<file path="src/periodic_task_scheduler_core_defines.svh">
// Assertion macros for the periodic task scheduler core
`ifndef PERIODIC_TASK_SCHEDULER_CORE_DEFINES_SVH
`define PERIODIC_TASK_SCHEDULER_CORE_DEFINES_SVH

`ifndef ASSERT_OFF
`define PTSC_ASSERT_IMPLY(name, clk, rst, ante, cons) \
   name: assert property (@(posedge clk) disable iff (rst) (ante) |-> (cons)) \
      else $error("ptsc check failed");
`define PTSC_ASSERT_NEVER(name, clk, rst, expr) \
   name: assert property (@(posedge clk) disable iff (rst) !(expr)) \
      else $error("ptsc check failed");
`else
`define PTSC_ASSERT_IMPLY(name, clk, rst, ante, cons)
`define PTSC_ASSERT_NEVER(name, clk, rst, expr)
`endif

`endif

</file>
<file path="src/ptsc_pkg.sv">
package ptsc_pkg;

   localparam int SLOTS_DEFAULT = 16;
   localparam logic [4:0] TARGET_MAX = 5'd25;

   localparam logic [1:0] CMD_TICK     = 2'd0;
   localparam logic [1:0] CMD_SCHEDULE = 2'd1;
   localparam logic [1:0] CMD_KILL     = 2'd2;

   localparam int FLAG_ADDITIVE = 0;
   localparam int FLAG_REPORT   = 1;
   localparam int FLAG_KILLED   = 2;

   localparam logic KIND_FIRE = 1'b0;
   localparam logic KIND_END  = 1'b1;

   typedef struct packed {
      logic [31:0] task_id;
      logic [4:0]  target;
      logic [15:0] interval;
      logic [31:0] runs_left;
      logic [31:0] due_time;
      logic [2:0]  flags;
   } ptsc_entry_type;

   localparam int ENTRY_W = $bits(ptsc_entry_type);

   typedef struct packed {
      logic        kind;
      logic [31:0] task_id;
      logic [4:0]  target;
      logic        report;
      logic [31:0] time_ms;
   } ptsc_event_type;

   typedef struct packed {
      logic accept;
      logic rd;
      logic eval;
      logic push;
      logic push_second;
      logic flush;
      logic finish;
   } ptsc_cmd_type;

   typedef struct packed {
      logic count_zero;
      logic op_tick;
      logic has_ev;
      logic second_ev;
      logic idx_last;
      logic scan_end;
      logic held_valid;
      logic can_push;
      logic out_free;
   } ptsc_stat_type;

endpackage

</file>
<file path="src/ptsc_ram.sv">
module ptsc_ram #(
   parameter int WIDTH = 8,
   parameter int DEPTH = 16
) (
   input  logic                                   clock,
   input  logic                                   wr_en,
   input  logic [(DEPTH > 1 ? $clog2(DEPTH) : 1)-1:0] wr_addr,
   input  logic [WIDTH-1:0]                       wr_data,
   input  logic                                   rd_en,
   input  logic [(DEPTH > 1 ? $clog2(DEPTH) : 1)-1:0] rd_addr,
   output logic [WIDTH-1:0]                       rd_data
);

   logic [WIDTH-1:0] mem [DEPTH];
   logic [WIDTH-1:0] rd_data_ff;

   always_ff @(posedge clock) begin
      if (wr_en) begin
         mem[wr_addr] <= wr_data;
      end
      if (rd_en) begin
         rd_data_ff <= mem[rd_addr];
      end
   end

   assign rd_data = rd_data_ff;

endmodule

</file>
<file path="src/ptsc_ctrl.sv">
module ptsc_ctrl (
   input  logic                   clock,
   input  logic                   reset,
   input  logic                   req_valid,
   input  logic [1:0]             req_command,
   output logic                   req_stall,
   output ptsc_pkg::ptsc_cmd_type cmd,
   input  ptsc_pkg::ptsc_stat_type stat
);
   import ptsc_pkg::*;

   typedef enum logic [2:0] {
      ST_IDLE,
      ST_READ,
      ST_EVAL,
      ST_EMIT1,
      ST_EMIT2,
      ST_FLUSH
   } state_type;

   state_type state_ff, state_in;

   always_ff @(posedge clock) begin
      if (reset) begin
         state_ff <= ST_IDLE;
      end else begin
         state_ff <= state_in;
      end
   end

   assign req_stall = (state_ff != ST_IDLE);

   always_comb begin
      state_in = state_ff;
      cmd      = '0;
      case (state_ff)
         ST_IDLE: begin
            if (req_valid) begin
               cmd.accept = 1'b1;
               if ((req_command inside {CMD_TICK, CMD_KILL}) && !stat.count_zero) begin
                  state_in = ST_READ;
               end
            end
         end
         ST_READ: begin
            cmd.rd   = 1'b1;
            state_in = ST_EVAL;
         end
         ST_EVAL: begin
            cmd.eval = 1'b1;
            if (stat.op_tick && stat.has_ev) begin
               state_in = ST_EMIT1;
            end else if (!stat.idx_last) begin
               state_in = ST_READ;
            end else if (stat.op_tick) begin
               state_in = ST_FLUSH;
            end else begin
               state_in = ST_IDLE;
            end
         end
         ST_EMIT1: begin
            if (stat.can_push) begin
               cmd.push = 1'b1;
               if (stat.second_ev) begin
                  state_in = ST_EMIT2;
               end else if (stat.scan_end) begin
                  state_in = ST_FLUSH;
               end else begin
                  state_in = ST_READ;
               end
            end
         end
         ST_EMIT2: begin
            if (stat.can_push) begin
               cmd.push        = 1'b1;
               cmd.push_second = 1'b1;
               state_in = stat.scan_end ? ST_FLUSH : ST_READ;
            end
         end
         ST_FLUSH: begin
            if (!stat.held_valid) begin
               cmd.finish = 1'b1;
               state_in   = ST_IDLE;
            end else if (stat.out_free) begin
               cmd.flush  = 1'b1;
               cmd.finish = 1'b1;
               state_in   = ST_IDLE;
            end
         end
         default: begin
            state_in = ST_IDLE;
         end
      endcase
   end

endmodule

</file>
<file path="src/ptsc_datapath.sv">
module ptsc_datapath #(
   parameter int SLOTS = ptsc_pkg::SLOTS_DEFAULT
) (
   input  logic                    clock,
   input  logic                    reset,
   input  logic [1:0]              req_command,
   input  logic [31:0]             req_task_id,
   input  logic [15:0]             req_initial_delay,
   input  logic [15:0]             req_interval,
   input  logic                    req_additive,
   input  logic [31:0]             req_run_count,
   input  logic [4:0]              req_target,
   input  logic                    req_report,
   output logic                    rsp_valid,
   input  logic                    rsp_stall,
   output logic                    rsp_event_kind,
   output logic [31:0]             rsp_event_task,
   output logic [4:0]              rsp_event_target,
   output logic                    rsp_event_report,
   output logic [31:0]             rsp_event_time,
   output logic                    rsp_last,
   input  ptsc_pkg::ptsc_cmd_type  cmd,
   output ptsc_pkg::ptsc_stat_type stat
);
   import ptsc_pkg::*;

   localparam int AW = (SLOTS > 1) ? $clog2(SLOTS) : 1;
   localparam int CW = $clog2(SLOTS + 1);

   logic [31:0]    now_ff, now_in;
   logic [CW-1:0]  count_ff, count_in;
   logic [CW-1:0]  idx_ff, idx_in;
   logic [CW-1:0]  kept_ff, kept_in;
   logic [31:0]    kill_id_ff, kill_id_in;
   logic           op_tick_ff, op_tick_in;
   logic           ev1_kind_ff, ev1_kind_in;
   logic           ev2_ff, ev2_in;
   logic           held_valid_ff, held_valid_in;
   ptsc_event_type held_ff, held_in;
   logic           out_valid_ff, out_valid_in;
   ptsc_event_type out_ff, out_in;
   logic           out_last_ff, out_last_in;

   logic              wr_en;
   logic [AW-1:0]     wr_addr;
   ptsc_entry_type    wr_entry;
   logic [ENTRY_W-1:0] rd_raw;
   ptsc_entry_type    ent;
   ptsc_entry_type    upd;
   ptsc_entry_type    fresh;
   ptsc_entry_type    marked;
   ptsc_event_type    new_ev;

   logic        due, killed, ends, keep, sched_ok, out_free;
   logic [31:0] runs, runs_dec;

   ptsc_ram #(.WIDTH(ENTRY_W), .DEPTH(SLOTS)) u_ram (
      .clock   (clock),
      .wr_en   (wr_en),
      .wr_addr (wr_addr),
      .wr_data (wr_entry),
      .rd_en   (cmd.rd),
      .rd_addr (idx_ff[AW-1:0]),
      .rd_data (rd_raw)
   );

   assign ent = ptsc_entry_type'(rd_raw);

   // per-entry tick evaluation and kill mark
   always_comb begin
      killed   = ent.flags[FLAG_KILLED];
      due      = (now_ff >= ent.due_time);
      runs     = (ent.interval == 16'd0) ? 32'd1 : ent.runs_left;
      runs_dec = runs - 32'd1;
      ends     = due && (runs != 32'd0) && (runs_dec == 32'd0);
      keep     = !killed && !ends;
      upd      = ent;
      if (due) begin
         if (runs != 32'd0) begin
            upd.runs_left = runs_dec;
         end
         upd.due_time = ent.flags[FLAG_ADDITIVE] ?
                        (now_ff + {16'd0, ent.interval}) :
                        (ent.due_time + {16'd0, ent.interval});
      end
      marked = ent;
      marked.flags[FLAG_KILLED] = 1'b1;
   end

   always_comb begin
      fresh.task_id   = req_task_id;
      fresh.target    = req_target;
      fresh.interval  = req_interval;
      fresh.runs_left = req_run_count;
      fresh.due_time  = now_ff + {16'd0, req_initial_delay};
      fresh.flags     = '0;
      fresh.flags[FLAG_ADDITIVE] = req_additive;
      fresh.flags[FLAG_REPORT]   = req_report;
      sched_ok = (count_ff < CW'(SLOTS)) && (req_target <= TARGET_MAX);
   end

   always_comb begin
      wr_en    = 1'b0;
      wr_addr  = count_ff[AW-1:0];
      wr_entry = fresh;
      if (cmd.accept && req_command == CMD_SCHEDULE) begin
         wr_en = sched_ok;
      end else if (cmd.eval) begin
         if (op_tick_ff) begin
            wr_en    = keep;
            wr_addr  = kept_ff[AW-1:0];
            wr_entry = upd;
         end else begin
            wr_en    = (ent.task_id == kill_id_ff);
            wr_addr  = idx_ff[AW-1:0];
            wr_entry = marked;
         end
      end
   end

   assign out_free = !out_valid_ff || !rsp_stall;

   always_comb begin
      new_ev.kind    = cmd.push_second ? KIND_END : ev1_kind_ff;
      new_ev.task_id = ent.task_id;
      new_ev.target  = ent.target;
      new_ev.report  = ent.flags[FLAG_REPORT];
      new_ev.time_ms = now_ff;
   end

   always_comb begin
      now_in        = now_ff;
      count_in      = count_ff;
      idx_in        = idx_ff;
      kept_in       = kept_ff;
      kill_id_in    = kill_id_ff;
      op_tick_in    = op_tick_ff;
      ev1_kind_in   = ev1_kind_ff;
      ev2_in        = ev2_ff;
      held_valid_in = held_valid_ff;
      held_in       = held_ff;
      out_valid_in  = out_valid_ff && rsp_stall;
      out_in        = out_ff;
      out_last_in   = out_last_ff;

      if (cmd.accept) begin
         idx_in  = '0;
         kept_in = '0;
         case (req_command)
            CMD_TICK: begin
               now_in     = now_ff + 32'd1;
               op_tick_in = 1'b1;
            end
            CMD_SCHEDULE: begin
               if (sched_ok) begin
                  count_in = count_ff + CW'(1);
               end
            end
            CMD_KILL: begin
               kill_id_in = req_task_id;
               op_tick_in = 1'b0;
            end
            default: begin
            end
         endcase
      end

      if (cmd.eval) begin
         idx_in      = idx_ff + CW'(1);
         ev1_kind_in = killed ? KIND_END : KIND_FIRE;
         ev2_in      = !killed && ends;
         if (op_tick_ff && keep) begin
            kept_in = kept_ff + CW'(1);
         end
      end

      // held event goes out not-last on a later push, or as last on flush
      if (cmd.push) begin
         if (held_valid_ff) begin
            out_valid_in = 1'b1;
            out_in       = held_ff;
            out_last_in  = 1'b0;
         end
         held_valid_in = 1'b1;
         held_in       = new_ev;
      end

      if (cmd.flush) begin
         out_valid_in  = 1'b1;
         out_in        = held_ff;
         out_last_in   = 1'b1;
         held_valid_in = 1'b0;
      end

      if (cmd.finish) begin
         count_in = kept_ff;
      end
   end

   always_ff @(posedge clock) begin
      if (reset) begin
         now_ff        <= '0;
         count_ff      <= '0;
         idx_ff        <= '0;
         kept_ff       <= '0;
         op_tick_ff    <= 1'b0;
         held_valid_ff <= 1'b0;
         out_valid_ff  <= 1'b0;
      end else begin
         now_ff        <= now_in;
         count_ff      <= count_in;
         idx_ff        <= idx_in;
         kept_ff       <= kept_in;
         op_tick_ff    <= op_tick_in;
         held_valid_ff <= held_valid_in;
         out_valid_ff  <= out_valid_in;
      end
   end

   always_ff @(posedge clock) begin
      kill_id_ff  <= kill_id_in;
      ev1_kind_ff <= ev1_kind_in;
      ev2_ff      <= ev2_in;
      held_ff     <= held_in;
      out_ff      <= out_in;
      out_last_ff <= out_last_in;
   end

   always_comb begin
      stat.count_zero = (count_ff == '0);
      stat.op_tick    = op_tick_ff;
      stat.has_ev     = killed || due;
      stat.second_ev  = ev2_ff;
      stat.idx_last   = ((idx_ff + CW'(1)) == count_ff);
      stat.scan_end   = (idx_ff == count_ff);
      stat.held_valid = held_valid_ff;
      stat.can_push   = !held_valid_ff || out_free;
      stat.out_free   = out_free;
   end

   assign rsp_valid        = out_valid_ff;
   assign rsp_event_kind   = out_ff.kind;
   assign rsp_event_task   = out_ff.task_id;
   assign rsp_event_target = out_ff.target;
   assign rsp_event_report = out_ff.report;
   assign rsp_event_time   = out_ff.time_ms;
   assign rsp_last         = out_last_ff;

endmodule

</file>
<file path="src/periodic_task_scheduler_core.sv">
// Periodic task scheduler: a list of up to SLOTS timed tasks kept in insertion order.
// Input channel req_*: one transfer per command. Schedule appends a task (dropped
// when the list is full or the target is above 25); kill marks every task with
// the given id; tick advances the millisecond counter and scans the list.
// Schedule and kill give no results. A tick gives one rsp_* transfer per fire or
// end event in list order, with rsp_last on the final one; a quiet tick gives none.
// Kill and tick scan the stored tasks one entry at a time through the single
// read / single write port of the task memory: a tick reads each entry, updates
// it and writes it back compacted, and a kill marks the matching ones in place.
// req_stall is high for the whole scan; one item is worked on at a time.
// One finished result waits in the output register and one in a holding stage,
// so a stalled receiver halts the scan at the next event and loses nothing.
// Reset clears the counter, the task count and both result stages; task memory
// needs no clearing pass.
`include "periodic_task_scheduler_core_defines.svh"

module periodic_task_scheduler_core #(
   parameter int SLOTS = ptsc_pkg::SLOTS_DEFAULT
) (
   input  logic        clock,
   input  logic        reset,
   input  logic        req_valid,
   output logic        req_stall,
   input  logic [1:0]  req_command,
   input  logic [31:0] req_task_id,
   input  logic [15:0] req_initial_delay,
   input  logic [15:0] req_interval,
   input  logic        req_additive,
   input  logic [31:0] req_run_count,
   input  logic [4:0]  req_target,
   input  logic        req_report,
   output logic        rsp_valid,
   input  logic        rsp_stall,
   output logic        rsp_event_kind,
   output logic [31:0] rsp_event_task,
   output logic [4:0]  rsp_event_target,
   output logic        rsp_event_report,
   output logic [31:0] rsp_event_time,
   output logic        rsp_last
);
   import ptsc_pkg::*;

   ptsc_cmd_type  cmd;
   ptsc_stat_type stat;

   ptsc_ctrl u_ctrl (
      .clock       (clock),
      .reset       (reset),
      .req_valid   (req_valid),
      .req_command (req_command),
      .req_stall   (req_stall),
      .cmd         (cmd),
      .stat        (stat)
   );

   ptsc_datapath #(.SLOTS(SLOTS)) u_datapath (
      .clock             (clock),
      .reset             (reset),
      .req_command       (req_command),
      .req_task_id       (req_task_id),
      .req_initial_delay (req_initial_delay),
      .req_interval      (req_interval),
      .req_additive      (req_additive),
      .req_run_count     (req_run_count),
      .req_target        (req_target),
      .req_report        (req_report),
      .rsp_valid         (rsp_valid),
      .rsp_stall         (rsp_stall),
      .rsp_event_kind    (rsp_event_kind),
      .rsp_event_task    (rsp_event_task),
      .rsp_event_target  (rsp_event_target),
      .rsp_event_report  (rsp_event_report),
      .rsp_event_time    (rsp_event_time),
      .rsp_last          (rsp_last),
      .cmd               (cmd),
      .stat              (stat)
   );

   // no event may be left in the holding stage once new commands are taken
   `PTSC_ASSERT_NEVER(a_held_flushed, clock, reset, stat.held_valid && !req_stall)
   // results only appear while a tick is being worked on
   `PTSC_ASSERT_IMPLY(a_rsp_from_scan, clock, reset, $rose(rsp_valid), $past(req_stall))
   // nothing is pushed or flushed outside a scan
   `PTSC_ASSERT_NEVER(a_push_in_idle, clock, reset, (cmd.push || cmd.flush) && cmd.accept)

endmodule

</file>
<file path="config.mk">
export PLATFORM = sky130hd
export DESIGN_NAME = periodic_task_scheduler_core
export DESIGN_NICKNAME = d
export VERILOG_FILES = /design/src/ptsc_pkg.sv /design/src/ptsc_ram.sv /design/src/ptsc_ctrl.sv /design/src/ptsc_datapath.sv /design/src/periodic_task_scheduler_core.sv
export VERILOG_INCLUDE_DIRS = /design/src /design/src/src
export SDC_FILE = /design/constraint.sdc
export NUM_CORES = 2
export LEC_CHECK = 0
export ABC_AREA = 1
export BUFFER_PORTS_ARGS = -buffer_cell sky130_fd_sc_hd__buf_2
export CAP_MARGIN = 5
export CORE_ASPECT_RATIO = 0.5
export CORE_MARGIN = 2
export CORE_UTILIZATION = 40
export CTS_CLUSTER_DIAMETER = 60
export DETAILED_ROUTE_END_ITERATION = 8
export PLACE_DENSITY = 0.61
export SETUP_SLACK_MARGIN = 0.3
export SKIP_CTS_REPAIR_TIMING = 1
export SYNTH_ARGS = -nofsm -noshare
export SYNTH_HDL_FRONTEND = slang
export SYNTH_SLANG_ARGS = --single-unit
</file>
<file path="constraint.sdc">
create_clock -name clock -period 18.3 [get_ports clock]
set_clock_uncertainty 0.2 [all_clocks]
set_input_delay 0.915 -clock clock [delete_from_list [all_inputs] [get_ports clock]]
set_output_delay 0.915 -clock clock [all_outputs]
set_load 0.02 [all_outputs]
</file>
==> flow_summary_export.csv <==
group,metric,value,unit
timing,period_share,39.20,%
min_path,min_to,"u_datapath.kill_id_ff[17]",
global_route,grt_max_degree,208,
floorplanning,die_width,683.4,microns
drt,dr.first_iter.drc_count,7816,
placed_design,pre_cts_slack,11.11,ns
timing,slew_headroom,13.84,%
finish,layout_commonest_cell,"edfxtp_1",
clocking,h-tree-depth,4,
pwr,p_leak,34.19,nW
pwr,power_density,125.7,nW/um^2
synthesis,avgSynthCellArea,12.81,sq um
critical_path,rr_worst_depth,24,
synthesis,synthArstFlopShare,0,%
timing,final-setup-viol-count,0,
synthesis,syn_inst,7208,
floorplanning,rows,124,
pwr,peakVddDrop,0.00008827,V
clocking,clock_latency,0.87,ns
critical_path,ff2ff_setup_slack,11.13,ns
floorplanning,coreArea,229000,sq um
critical_path,crit-reg2reg-capture,"u_datapath.u_ram.mem[10][66]",
synthesis,yosysTopAreaCell,"edfxtp_1",
placed_design,port_buffers,182,
drt,num_vias,60210,
synthesis,syn_area,92310,sq um
synthesis,yosysWarnings,0,
timing,setup_ws,11.13,ns
synthesis,synth_seq_cells,2270,
synthesis,synth_cell_types,57,
timing,fmax,0.1394,GHz
timing,layout_min_cycle_time,7.174,ns
floorplanning,die_height,343.7,microns
timing,slew_viol_final,0,
finish,final_cells,10550,
critical_path,path_max_fanout,57,
finish,fillers,20570,
clocking,cts_buffers,211,
drt,wl_per_cell,24.78,microns
global_route,grt_pass1_vias,56350,
finish,area_growth_syn_to_layout,11.85,%
timing,hold_viol_final,0,
critical_path,worstSetupPathType,"reg2reg",
run,cap_violations,0,
drt,vias_per_cell,5.710,
placed_design,dp.cells,10170,
global_route,grt_usage,21.56,%
finish,layout_common_cells,"edfxtp_1, o21ai_0, nor2_1",
run_status,status,"finished clean",
critical_path,endpoint_kind,"flip-flop",
critical_path,r2r_start,"u_datapath.u_ram.rd_data[82]",
global_route,grt.overflow.total,0,
global_route,grt_pass1_wl,382.0,mm
timing,final.setup.tns,0,ns
critical_path,worstPathRequired,18.54,ns
min_path,hold_start,"req_task_id[17]",
synthesis,synth_fp_nets,7391,
drt,ant_nets,0,
drt,wl,261.3,mm
floorplanning,start_util,40.31,%
drt,firstDrtPassIters,6,
finish,nets,7474,
timing,worst_pin_slew,1.284,ns
placed_design,hpwlAfterDp,147.4,mm
clocking,cts_tree,"yes",
global_route,antenna_found_initial,11,
clocking,clock_tree.buffer_depth,4,
timing,rsz0062_at_grt,"no",
clocking,cts-root-buf,"clkbuf_16",
synthesis,seq_area_frac_synth,73.26,%
placed_design,gp_congestion,0.8631,
drt,drcViolationCount,0,
critical_path,cp.arrival,7.41,ns
synthesis,ys.flop_type,"edfxtp_1",
floorplanning,ios,183,
critical_path,start_kind,"flip-flop",
critical_path,crit_path_start,"u_datapath.u_ram.rd_data[82]",
clocking,clock-sinks,2270,
min_path,min_path_type,"in2reg",
synthesis,synth_edf_count,2216,
synthesis,yosysTopAreaCellShare,72.09,%
finish,drive_gt1_share,9.160,%
floorplanning,design.die.area,234900,sq um
synthesis,ys_top_cells_by_area,"edfxtp_1, o21ai_0, nor2_1",
min_path,min_path_cells,1,
clocking,clk_pin_slew,0.06,ns
==> metal layers <==
metal	vias up	global-route usage [%]	part of all wire, %
met5	-	0	0.025
met4	10	4.333	1.8
met3	326	4.913	9.8
met2	2639	32.38	44
met1	30210	32.19	45
li1	27030	-	-
==> how the worst max path moves through the flow <==
stage | slack [ns] | endpoint | depth (start not counted)
2_1_floorplan | 8.71 | u_datapath.u_ram.rd_data[0] | 2
3_3_place_gp | 11.19 | u_datapath.u_ram.mem[10][49] | 24
3_5_place_dp | 11.11 | u_datapath.u_ram.mem[10][49] | 24
4_1_cts | 11.08 | u_datapath.u_ram.mem[10][66] | 24
5_1_grt | 10.62 | u_datapath.u_ram.mem[10][66] | 24
6_report | 11.13 | u_datapath.u_ram.mem[10][66] | 24
==> cell type report <==
type | count | area, sq um | share of cell area [%]
repair buffers | 331 | 2142 | 2.075
inverters | 241 | 940.9 | 0.9113
diodes | 2 | 5.005 | 0.004848
well taps | 3087 | 3862 | 3.741
clock buffers | 272 | 5583 | 5.407
clock inverters | 106 | 884.6 | 0.8568
flip-flops and latches | 2270 | 67640 | 65.52
multi-input cells | 4236 | 22190 | 21.49
==> power breakdown <==
group / total (W) / switching, W / internal, W / leakage, nW
Clock: 0.00424 / 0.00190 / 0.00234 / 3.16
Sequential: 0.00639 / 0.000103 / 0.00629 / 20.5
Combinational: 0.00235 / 0.00185 / 0.000502 / 10.6
==> worst max-delay path, cell delays in order (launching register included) <==
cell	delay, ns
edfxtp_1	0.43
nor2_1	0.15
nand2_1	0.07
nor2_2	0.18
nand2_4	0.32
nand2_1	0.27
ha_1	0.21
nand2_1	0.14
nor2_1	0.63
nand2_1	0.20
o21bai_1	0.18
nand2_1	0.09
nand2_1	0.06
nor2_1	0.04
nand2_1	0.09
nor2_2	0.07
nand2_4	0.20
nand2_4	0.10
nand2_2	0.09
nand2_2	0.07
nand2_4	0.15
nand2_4	0.12
nor2_4	0.72
buf_4	1.04
buf_4	0.79
==> synth_stat cells (5+ instances only) <==
library cell and count:
a211oi_1 8, a21oi_1 131, a31oi_1 12, buf_1 29, buf_2 5, clkbuf_1 423
dfxtp_1 54, edfxtp_1 2216, ha_1 72, inv_1 233, nand2_1 628, nand2_2 7
nand2_4 9, nand3_1 201, nand4_1 24, nor2_1 1171, nor2_2 9, nor3_1 35
nor4_1 5, o211ai_1 114, o21a_1 5, o21ai_0 1172, o21ai_1 14, o21ai_2 7
o21bai_1 13, o221ai_1 375, o22ai_1 112, xnor2_1 24, xor2_1 46
==> cell families (layout without fill, tap and decap cells) <==
family | after synthesis | after routing | synth area share (%)
XOR/XNOR | 70 | 70 | 0.6642
AO/OA/AOI/OAI | 1985 | 1985 | 12.95
AND/OR/NAND/NOR | 2107 | 2107 | 9.224
adder cells (fa/ha/maj) | 74 | 74 | 1.019
other | 0 | 2 | 0
flip-flops | 2270 | 2270 | 73.26
buffers and inverters | 702 | 950 | 2.886
==> flip-flops by register name, summed over array words and instances, names as in the netlist <==
name                         flops
u_ctrl.state_ff                  3
u_datapath.count_ff              5
u_datapath.ev1_kind_ff           1
u_datapath.ev2_ff                1
u_datapath.held_ff              71
u_datapath.held_valid_ff         1
u_datapath.idx_ff                5
u_datapath.kept_ff               5
u_datapath.kill_id_ff           32
u_datapath.now_ff               32
u_datapath.op_tick_ff            1
u_datapath.rsp_event_kind        1
u_datapath.rsp_event_report      1
u_datapath.rsp_event_target      5
u_datapath.rsp_event_task       32
u_datapath.rsp_event_time       32
u_datapath.rsp_last              1
u_datapath.rsp_valid             1
u_datapath.u_ram.mem          1920
u_datapath.u_ram.rd_data       120
==> metrics by stage <==
stage	cell area, sq um	util, %	total power (W)	hold slack (ns)
floorplan	92310	-	0.007857	0.2003
global placement	96770	42.26	0.008776	0.2005
detailed placement	96770	42.26	0.008804	0.2045
CTS	103200	45.08	0.01298	0.003472
global route	103200	45.08	0.01345	0.02664
finish	103200	45.08	0.01298	0.05571
(Power assumes the default switching activity.)
